===== src/paged_flash_command_controller_defines.svh =====
// ----------------------------------------------------------------------------
// Paged flash command controller: assertion macros
// Shared helpers for the concurrent checks in the controller.
// ----------------------------------------------------------------------------
`ifndef PAGED_FLASH_COMMAND_CONTROLLER_DEFINES_SVH
`define PAGED_FLASH_COMMAND_CONTROLLER_DEFINES_SVH

// Same-cycle implication, sampled on clk and held off during rst.
`define PFCC_ASSERT_NOW(label, ante, cons, msg) \
  label: assert property (@(posedge clk) disable iff (rst) (ante) |-> (cons)) \
    else $error(msg);

// Next-cycle implication, sampled on clk and held off during rst.
`define PFCC_ASSERT_NEXT(label, ante, cons, msg) \
  label: assert property (@(posedge clk) disable iff (rst) (ante) |=> (cons)) \
    else $error(msg);

`endif


===== src/pfcc_pkg.sv =====
// ----------------------------------------------------------------------------
// Paged flash command controller package
// Codes, constants and the control and status bundles shared by the modules.
// ----------------------------------------------------------------------------
package pfcc_pkg;

  // Both sizes are powers of two, so wrapping is a matter of keeping low bits.
  localparam int FLASH_BYTES_DEF = 131072;
  localparam int PAGE_BYTES_DEF  = 128;

  localparam int KIND_W     = 2;
  localparam int CMD_W      = 32;
  localparam int OPCODE_W   = 8;
  localparam int PAGE_NUM_W = 16;
  localparam int BIDX_W     = 7;
  localparam int BYTE_W     = 8;
  localparam int HALF_W     = 16;
  localparam int RIDX_W     = 17;
  localparam int STATUS_W   = 64;
  localparam int ERR_W      = 2;
  localparam int MODE_W     = 3;

  localparam logic [KIND_W-1:0] KIND_CMD  = 2'd0;
  localparam logic [KIND_W-1:0] KIND_LOAD = 2'd1;
  localparam logic [KIND_W-1:0] KIND_READ = 2'd2;

  localparam logic [OPCODE_W-1:0] OP_SET_PAGE   = 8'h4b;
  localparam logic [OPCODE_W-1:0] OP_ERASE      = 8'h78;
  localparam logic [OPCODE_W-1:0] OP_SET_PAGE_W = 8'ha5;
  localparam logic [OPCODE_W-1:0] OP_WRITE      = 8'hb4;
  localparam logic [OPCODE_W-1:0] OP_EXECUTE    = 8'hd2;
  localparam logic [OPCODE_W-1:0] OP_STATUS     = 8'he1;
  localparam logic [OPCODE_W-1:0] OP_READ       = 8'hf0;

  localparam logic [MODE_W-1:0] MODE_IDLE   = 3'd0;
  localparam logic [MODE_W-1:0] MODE_ERASE  = 3'd1;
  localparam logic [MODE_W-1:0] MODE_WRITE  = 3'd2;
  localparam logic [MODE_W-1:0] MODE_READ   = 3'd3;
  localparam logic [MODE_W-1:0] MODE_STATUS = 3'd4;

  localparam logic [ERR_W-1:0] ERR_OK      = 2'd0;
  localparam logic [ERR_W-1:0] ERR_UNKNOWN = 2'd1;
  localparam logic [ERR_W-1:0] ERR_MODE    = 2'd2;

  localparam logic [1:0] SSEL_ERASE  = 2'd0;
  localparam logic [1:0] SSEL_WRITE  = 2'd1;
  localparam logic [1:0] SSEL_STATUS = 2'd2;
  localparam logic [1:0] SSEL_READ   = 2'd3;

  localparam logic [STATUS_W-1:0] STATUS_ERASE  = 64'h1111800800c20000;
  localparam logic [STATUS_W-1:0] STATUS_WRITE  = 64'h1111800400c20000;
  localparam logic [STATUS_W-1:0] STATUS_STATUS = 64'h1111800100c20000;
  localparam logic [STATUS_W-1:0] STATUS_READ   = 64'h11118004f0000000;

  localparam logic [BYTE_W-1:0] ERASED_BYTE = 8'hff;

  typedef struct packed {
    logic             ld_out;      // load the result registers now
    logic [ERR_W-1:0] err;
    logic             set_page;
    logic             set_status;
    logic [1:0]       status_sel;
    logic             buf_wr;
    logic             rd_issue;    // start a flash read
    logic             rd_load;     // move flash read data into the result
    logic             exec_start;
    logic             exec_erase;
    logic             exec_step;
    logic             clr_step;
  } pfcc_cmd_t;

  typedef struct packed {
    logic exec_done;
    logic clr_done;
  } pfcc_sts_t;

endpackage


===== src/pfcc_ctrl.sv =====
// ----------------------------------------------------------------------------
// Paged flash command controller: control unit
// Decodes each input word, tracks the flash mode and sequences reads,
// page executes and the erase sweep after reset.
// ----------------------------------------------------------------------------
`include "paged_flash_command_controller_defines.svh"

module pfcc_ctrl
  import pfcc_pkg::*;
(
  input  logic                clk,
  input  logic                rst,
  input  logic                in_valid,
  output logic                in_stall,
  input  logic [KIND_W-1:0]   kind,
  input  logic [OPCODE_W-1:0] opcode,
  output logic                out_valid,
  input  logic                out_stall,
  output pfcc_cmd_t           cmd,
  input  pfcc_sts_t           sts
);

  localparam logic [1:0] ST_CLEAR = 2'd0;
  localparam logic [1:0] ST_IDLE  = 2'd1;
  localparam logic [1:0] ST_READ  = 2'd2;
  localparam logic [1:0] ST_EXEC  = 2'd3;

  logic [1:0]        state, state_next;
  logic [MODE_W-1:0] mode, mode_next;
  logic              out_valid_next;
  logic              out_free;
  logic              acc;

  assign out_free = !out_valid || !out_stall;
  assign in_stall = !((state == ST_IDLE) && out_free);
  assign acc      = in_valid && !in_stall;

  always_comb begin
    state_next = state;
    mode_next  = mode;
    cmd        = '0;
    cmd.err    = ERR_OK;
    unique case (state)
      ST_CLEAR: begin
        cmd.clr_step = 1'b1;
        if (sts.clr_done) begin
          state_next = ST_IDLE;
        end
      end
      ST_IDLE: begin
        if (acc) begin
          cmd.ld_out = 1'b1;
          unique case (kind)
            KIND_CMD: begin
              unique case (opcode)
                OP_SET_PAGE: begin
                  cmd.set_page = 1'b1;
                end
                OP_ERASE: begin
                  mode_next      = MODE_ERASE;
                  cmd.set_status = 1'b1;
                  cmd.status_sel = SSEL_ERASE;
                end
                OP_SET_PAGE_W: begin
                  cmd.set_page   = 1'b1;
                  cmd.set_status = 1'b1;
                  cmd.status_sel = SSEL_WRITE;
                end
                OP_WRITE: begin
                  mode_next = MODE_WRITE;
                end
                OP_EXECUTE: begin
                  mode_next = MODE_IDLE;
                  unique case (mode) inside
                    MODE_ERASE, MODE_WRITE: begin
                      cmd.exec_start = 1'b1;
                      cmd.exec_erase = (mode == MODE_ERASE);
                      state_next     = ST_EXEC;
                    end
                    MODE_READ: begin
                      cmd.err = ERR_MODE;
                    end
                    default: begin
                    end
                  endcase
                end
                OP_STATUS: begin
                  mode_next      = MODE_STATUS;
                  cmd.set_status = 1'b1;
                  cmd.status_sel = SSEL_STATUS;
                end
                OP_READ: begin
                  mode_next      = MODE_READ;
                  cmd.set_status = 1'b1;
                  cmd.status_sel = SSEL_READ;
                end
                default: begin
                  cmd.err = ERR_UNKNOWN;
                end
              endcase
            end
            KIND_LOAD: begin
              if (mode == MODE_WRITE) begin
                cmd.buf_wr = 1'b1;
              end else begin
                cmd.err = ERR_MODE;
              end
            end
            KIND_READ: begin
              if (mode == MODE_READ) begin
                // The result waits for the registered flash read data.
                cmd.ld_out   = 1'b0;
                cmd.rd_issue = 1'b1;
                state_next   = ST_READ;
              end else if (mode != MODE_STATUS) begin
                cmd.err = ERR_MODE;
              end
            end
            default: begin
            end
          endcase
        end
      end
      ST_READ: begin
        cmd.rd_load = 1'b1;
        state_next  = ST_IDLE;
      end
      ST_EXEC: begin
        cmd.exec_step = 1'b1;
        if (sts.exec_done) begin
          state_next = ST_IDLE;
        end
      end
      default: begin
        state_next = ST_IDLE;
      end
    endcase
  end

  always_comb begin
    out_valid_next = out_valid;
    if (cmd.ld_out || cmd.rd_load) begin
      out_valid_next = 1'b1;
    end else if (!out_stall) begin
      out_valid_next = 1'b0;
    end
  end

  always_ff @(posedge clk) begin
    if (rst) begin
      state     <= ST_CLEAR;
      mode      <= MODE_IDLE;
      out_valid <= 1'b0;
    end else begin
      state     <= state_next;
      mode      <= mode_next;
      out_valid <= out_valid_next;
    end
  end

  `PFCC_ASSERT_NOW(a_result_slot_free, cmd.ld_out || cmd.rd_load, out_free,
    "result loaded while the previous word is still held")
  `PFCC_ASSERT_NOW(a_read_after_accept, state == ST_READ, $past(acc),
    "read data stage entered without an accepted read")
  `PFCC_ASSERT_NOW(a_exec_leaves_idle, state == ST_EXEC, mode == MODE_IDLE,
    "page execute running while a mode is still selected")
  `PFCC_ASSERT_NEXT(a_no_return_to_clear, state != ST_CLEAR, state != ST_CLEAR,
    "erase sweep restarted outside reset")

endmodule


===== config.mk =====
export PLATFORM = sky130hd
export DESIGN_NAME = pfcc_ctrl
export DESIGN_NICKNAME = d
export VERILOG_FILES = /design/src/pfcc_pkg.sv /design/src/pfcc_ctrl.sv
export VERILOG_INCLUDE_DIRS = /design/src /design/src/src
export SDC_FILE = /design/constraint.sdc
export NUM_CORES = 1
export LEC_CHECK = 0
export BUFFER_PORTS_ARGS = -buffer_cell sky130_fd_sc_hd__buf_2
export CAP_MARGIN = 0
export CORE_MARGIN = 2
export CORE_UTILIZATION = 40
export DETAILED_ROUTE_END_ITERATION = 10
export GPL_ROUTABILITY_DRIVEN = 0
export PLACE_DENSITY_LB_ADDON = 0.08
export SYNTH_ARGS = -nofsm -noshare
export SYNTH_HDL_FRONTEND = slang
export SYNTH_SLANG_ARGS = --single-unit
export TNS_END_PERCENT = 30

===== constraint.sdc =====
create_clock -name clk -period 1.7 [get_ports clk]
set_input_delay 0.34 -clock clk [delete_from_list [all_inputs] [get_ports clk]]
set_output_delay 0.34 -clock clk [all_outputs]
set_load 0.01 [all_outputs]

==> impl_metrics.py, run 1 <==
metrics = {
    "yosys": {
        "synth_cell_type_count": 36,
        "yosys.area_share.simple": 0.561,
        "synth_compound_area_frac": 0.203,
        "syn_avg_cell_area_um2": 7.83,
        "synthXorXnorAreaFrac": 0.0266,
        "synth.area.top_cells": "dfxtp_1 (18%), and4bb_2 (11%), nand3b_1 (6.8%)",
        "synth_top_area_frac": 0.183,
        "syn_inst": 84,
        "yosysSeqAreaShare": 0.183,
        "synth_area_um2": 658,
        "syn-num-nets": 100,
        "synthAdderAreaFrac": 0,
        "synth_top_cell_by_area": "dfxtp_1",
        "ys_ff_latch": 6,
        "synth_warnings": 0,
        "synth_top_family_by_area": "simple AND/OR/NAND/NOR gates",
        "synthMuxAreaShare": 0.0152,
    },
    "timing": {
        "fin_worst_skew_ns": 0.00346,
        "slew_violations": 0,
        "hold_viol_final": 0,
        "setup_ws_ns": -0.104,
        "period_needed_ns": 1.80,
        "min_period_over_period": 1.06,
        "grt_setup_unrepaired": "true",
        "fmax_ghz": 0.554,
        "worst_pin_slew_ns": 0.284,
        "max_slew_margin": 0.810,
        "setup_violations": 8,
    },
    "pwr": {
        "clkPwrFrac": 0.316,
        "switching_share": 0.273,
        "switchingPower_w": 0.000112,
        "seqPwrFrac": 0.359,
        "vdd_drop_max_mv": 0.423,
        "leakagePower_nw": 0.482,
        "combPwrFrac": 0.325,
        "p_per_area_nw_per_um2": 356,
        "power.internal_w": 0.000297,
    },
    "setup_path": {
        "cp-end-kind": "output port",
        "path_cells": "buf_8, and4bb_2, nand2_2, or3_4, a21oi_2, buf_2",
        "r2r_slack_ns": 0.31,
        "arrival_ns": 1.46,
        "worstReg2RegStart": "state[1]$_SDFFE_PP0P_",
        "cpMaxStageDelayCell": "or3_4",
        "cp_num_buf_inv": 2,
        "startpoint": "opcode[5]",
        "crit_family": "simple AND/OR/NAND/NOR gates",
        "path_max_fanout": 3,
        "startpoint_type": "primary input",
        "r2r_cells": 4,
        "rr_endpoint": "mode[2]$_SDFFE_PP0P_",
        "max_stage_delay_ns": 0.36,
        "worstPathRequired_ns": 1.36,
        "crit_type": "primary input to output port",
    },
    "cts": {
        "clk_pin_slew_ns": 0.04,
        "cts_max_level": 1,
        "clk-insertion-delay-late_ns": 0.24,
        "clock_tree.buffer_depth": 2,
        "cts-root-buf": "clkbuf_4",
        "cts.sinks": 6,
        "cts_buffers": 3,
        "ctsHoldBuffers": 0,
        "cts_tree": "done",
    },
    "detailed_routing": {
        "dr.pass1.iters": 4,
        "routedWlPerCell_um": 12.3,
        "ant_nets": 0,
        "num_vias": 841,
        "drt_iter0_drc": 18,
        "drc": 0,
        "drt-total-wl_mm": 1.94,
        "avgViaCountPerCell": 5.32,
    },
    "worst_hold_path": {
        "holdPathStages": 2,
        "hold_end": "out_valid$_SDFFE_PP0P_",
        "min_from": "rst",
        "min_path_type": "primary input to flip-flop",
    },
    "place": {
        "portBuffers": 31,
        "preCtsSetupSlack_ns": -0.117,
        "hpwl_mm": 1.41,
    },
    "grt": {
        "grt_pass1_vias": 769,
        "busiest_layer": "met2",
        "grtUsageMet3": 0.0612,
        "grt_usage": 0.203,
        "grt_first_pass_wirelength_mm": 3.11,
        "grtUsageMet1": 0.268,
        "gr-total-overflow": 0,
        "grt_max_degree": 10,
        "antenna_found_initial": 0,
        "use_met2": 0.319,
    },
    "die": {
        "die_w_um": 44.6,
        "initial_core_util": 0.432,
        "die_y_um": 44.6,
        "core_area_um2": 1520,
        "rows": 14,
        "dieArea_um2": 1990,
        "pin_count": 32,
    },
    "layout": {
        "layout_commonest_cell": "buf_2",
        "final_cell_mix": "buf_2 (26), buf_4 (24), nand3b_1 (6)",
        "antenna_cells": 0,
        "finalNetCount": 160,
        "post-route-util": 0.754,
        "area_growth_pct": 74.5,
        "layout-drive-gt1-share": 0.613,
    },
    "outcome": {
        "failed_checks": "setup timing",
        "status": "finished, violations left",
    },
    "flow_run": {
        "max_cap_violations": 0,
    },
}
-- Yosys cell counts, drive strengths merged --
cell and count:
nor2 6, mux2i 1, nor2b 3, o21ai 6
nand2b 5, a221oi 1, or3b 2, and4bb 6
nand3 2, and2 2, dfxtp 6, inv 2
xor2 1, nand4bb 1, a21oi 7, xnor2 1
a211oi 2, and3 1, nand2 6, or2b 1
nor4b 1, a31oi 1, nor4 1, or3 1
or4b 1, nor3 4, a211o 2, nand4 1
o32ai 1, nand3b 6, o211ai 1, and2b 2
-- worst max path at each step --
stage,to,slack [ns],cells after the start
after detailed placement,cmd[9],-0.12,6
after floorplan,cmd[12],0.08,4
after CTS,cmd[12],-0.08,6
after global routing,cmd[10],-0.14,6
final,cmd[12],-0.10,6
after global placement,cmd[12],-0.13,6
-- routing by layer --
metal	wire length [um]	share of wire
met1	978	0.50
met2	878	0.45
met3	82	0.042
met4	0	0
met5	0	0
-- cell type report --
cell class | instances | area [um2]
flip-flops and latches | 6 | 128
inverters | 2 | 7.51
clock buffers | 3 | 22.5
multi-input cells | 76 | 601
well taps | 16 | 20.0
repair buffers | 55 | 370
fillers | 121 | 375
-- state kept, by name, summed over array words and instances, names as in the netlist --
register	count
mode	3
state	2
out_valid	1
-- logic make-up (layout without fill, tap and decap cells) --
| family | Yosys count | count (layout) |
|---|---|---|
| AO/OA/AOI/OAI | 21 | 21 |
| XOR/XNOR | 2 | 2 |
| buffers and inverters | 2 | 60 |
| flip-flops | 6 | 6 |
| multiplexers | 1 | 1 |
| AND/OR/NAND/NOR | 52 | 52 |
-- what timing repair did --
item / 4_1_cts / 5_1_grt
setup endpoints to repair: 9 / 10
buffers inserted: 3 / 2
gates resized for setup: 23 / 9
pin swaps: 12 / 9
-- stage by stage --
stage	instances	total power (W)	hold WS [ns]	area [um2]	setup TNS, ns
after floorplan	84	0.000195	0.412	658	0
after global placement	150	0.000256	0.514	976	-0.332
after detailed placement	150	0.000258	0.527	976	-0.391
after CTS	156	0.000406	0.359	1100	-0.405
after global routing	158	0.000431	0.369	1150	-0.999
final	158	0.000409	0.355	1150	-0.538
-- power groups by stage --
stage	clock (W)	sequential, W	combinational [W]
2_1_floorplan	0	0.000150	0.0000451
3_3_place_gp	0	0.000150	0.000107
3_5_place_dp	0	0.000150	0.000109
4_1_cts	0.000133	0.000148	0.000126
5_1_grt	0.000139	0.000148	0.000144
6_report	0.000129	0.000147	0.000133
(Power assumes the default switching activity.)
==> run 2: changes to the inputs <==
--- a/config.mk
+++ b/config.mk
@@ -13,6 +13,7 @@
 export DETAILED_ROUTE_END_ITERATION = 10
 export GPL_ROUTABILITY_DRIVEN = 0
 export PLACE_DENSITY_LB_ADDON = 0.08
+export RECOVER_POWER = 50
 export SYNTH_ARGS = -nofsm -noshare
 export SYNTH_HDL_FRONTEND = slang
 export SYNTH_SLANG_ARGS = --single-unit
==> impl_metrics.py, run 2 (synthesis gave the netlist of run 1 again) <==
metrics = {
    "setup_path": {
        "crit_type": "primary input to output port",
        "startpoint": "opcode[5]",
        "path_max_fanout": 3,
        "cpMaxStageDelayCell": "or3_4",
        "rr_endpoint": "mode[2]$_SDFFE_PP0P_",
        "cp.depth": 6,
        "cp_num_buf_inv": 2,
        "r2r_slack_ns": 0.31,
        "r2r_cells": 4,
        "worstPathRequired_ns": 1.36,
        "cp-end-kind": "output port",
        "startpoint_type": "primary input",
        "endpoint": "cmd[12]",
        "worstReg2RegStart": "state[1]$_SDFFE_PP0P_",
        "path_cells": "buf_8, and4bb_2, nand2_2, or3_4, a21oi_2, buf_2",
        "crit_family": "simple AND/OR/NAND/NOR gates",
        "arrival_ns": 1.46,
        "max_stage_delay_ns": 0.36,
    },
    "timing": {
        "worst_pin_slew_ns": 0.284,
        "max_slew_margin": 0.810,
        "min_period_over_period": 1.06,
        "hold_viol_final": 0,
        "period_needed_ns": 1.80,
        "setup_violations": 8,
        "setup_ws_ns": -0.104,
        "fmax_ghz": 0.554,
        "fin_worst_skew_ns": 0.00344,
        "slew_violations": 0,
        "grt_setup_unrepaired": "true",
    },
    "worst_hold_path": {
        "min_path_type": "primary input to flip-flop",
        "holdPathStages": 2,
    },
    "grt": {
        "gr-total-overflow": 0,
        "antenna_found_initial": 0,
        "grt_pass1_vias": 769,
        "grt_usage": 0.203,
        "grt_max_degree": 10,
        "grt_first_pass_wirelength_mm": 3.11,
    },
    "cts": {
        "cts-root-buf": "clkbuf_4",
        "clock_tree.buffer_depth": 2,
        "cts_tree": "done",
        "clk-insertion-delay-late_ns": 0.24,
        "cts_buffers": 3,
        "cts_max_level": 1,
        "clk_pin_slew_ns": 0.04,
        "cts.sinks": 6,
    },
    "layout": {
        "regMostFlops": "mode",
        "finalNetCount": 160,
        "antenna_cells": 0,
        "design_area_um2": 1140,
        "top_regs": "mode (3), state (2), out_valid (1)",
        "layout_commonest_cell": "buf_4",
        "layout-drive-gt1-share": 0.585,
        "final_cell_mix": "buf_4 (24), buf_2 (22), nand3b_1 (6)",
        "fin_cells": 158,
        "area_growth_pct": 73.8,
        "largest_reg_flops": 3,
    },
    "die": {
        "dieArea_um2": 1990,
        "initial_core_util": 0.432,
        "pin_count": 32,
        "core_area_um2": 1520,
        "rows": 14,
        "die_y_um": 44.6,
        "die_w_um": 44.6,
    },
    "pwr": {
        "vdd_drop_max_mv": 0.422,
        "power.total_w": 0.000408,
        "p_per_area_nw_per_um2": 357,
        "leakagePower_nw": 0.467,
    },
    "flow_run": {
        "max_cap_violations": 0,
    },
    "place": {
        "dp.cells": 150,
        "preCtsSetupSlack_ns": -0.117,
        "hpwl_mm": 1.41,
        "portBuffers": 31,
        "dpl-instance-area_um2": 976,
    },
    "detailed_routing": {
        "drc": 0,
        "num_vias": 840,
        "drt-total-wl_mm": 1.95,
        "drt_iter0_drc": 17,
        "routedWlPerCell_um": 12.3,
        "ant_nets": 0,
        "dr.pass1.iters": 4,
        "avgViaCountPerCell": 5.32,
    },
    "outcome": {
        "failed_checks": "setup timing",
        "status": "finished, violations left",
    },
}
run 2: cell types whose count changed in the layout (fill, tap and decap cells not counted), sizes merged:
cell / previous run / this run
buf: 55 / 51
clkbuf: 3 / 7
run 2: worst min-delay path by stage:
| stage | slack [ns] | end | startpoint |
|---|---|---|---|
| after global placement | 0.51 | out_valid$_SDFFE_PP0P_ | out_valid$_SDFFE_PP0P_ |
| after global routing | 0.37 | out_valid$_SDFFE_PP0P_ | rst |
| final | 0.35 | out_valid$_SDFFE_PP0P_ | rst |
| after CTS | 0.36 | out_valid$_SDFFE_PP0P_ | rst |
| after detailed placement | 0.53 | out_valid$_SDFFE_PP0P_ | out_valid$_SDFFE_PP0P_ |
| after floorplan | 0.41 | out_valid$_SDFFE_PP0P_ | rst |
run 2: per-layer routing:
layer | GRT usage | share of wire | routed length (um)
met1 | 0.268 | 0.51 | 983
met2 | 0.319 | 0.45 | 880
met3 | 0.0612 | 0.042 | 82
met4 | 0.0485 | 0 | 0
met5 | 0 | 0 | 0
run 2: final cells by class:
class	count	area (um2)
Clock buffer	3	22.5
Fill cell	123	380
Inverter	2	7.51
Multi-Input combinational cell	76	601
Sequential cell	6	128
Tap cell	16	20.0
Timing Repair Buffer	55	365
run 2: report_power, final:
| group | switching, W | internal, W |
|---|---|---|
| Clock | 0.0000495 | 0.0000797 |
| Sequential | 0.00000308 | 0.000144 |
| Combinational | 0.0000593 | 0.0000728 |
| Total | 0.000112 | 0.000296 |
run 2: what timing repair did:
| item | 4_1_cts | 5_1_grt |
|---|---|---|
| setup buffers | 3 | 2 |
| pin swaps | 12 | 9 |
| endpoints found under the hold margin | 0 | 0 |
| hold buffers | 0 | 0 |
| resized for setup | 23 | 9 |
| setup endpoints to repair | 9 | 10 |
run 2: metrics by stage:
stage / hold WS, ns / TNS (ns) / utilization
6_report: 0.355 / -0.538 / 0.750
5_1_grt: 0.369 / -0.999 / 0.750
4_1_cts: 0.359 / -0.405 / 0.725
3_5_place_dp: 0.527 / -0.391 / 0.640
3_3_place_gp: 0.514 / -0.332 / 0.640
2_1_floorplan: 0.412 / 0 / -
run 2: worst reg2reg max path, delay by kind of cell (launching register included):
| family | cells | cell delay [ns] |
|---|---|---|
| AO/OA/AOI/OAI | 1 | 0.08 |
| flip-flops | 1 | 0.30 |
| AND/OR/NAND/NOR | 3 | 0.93 |
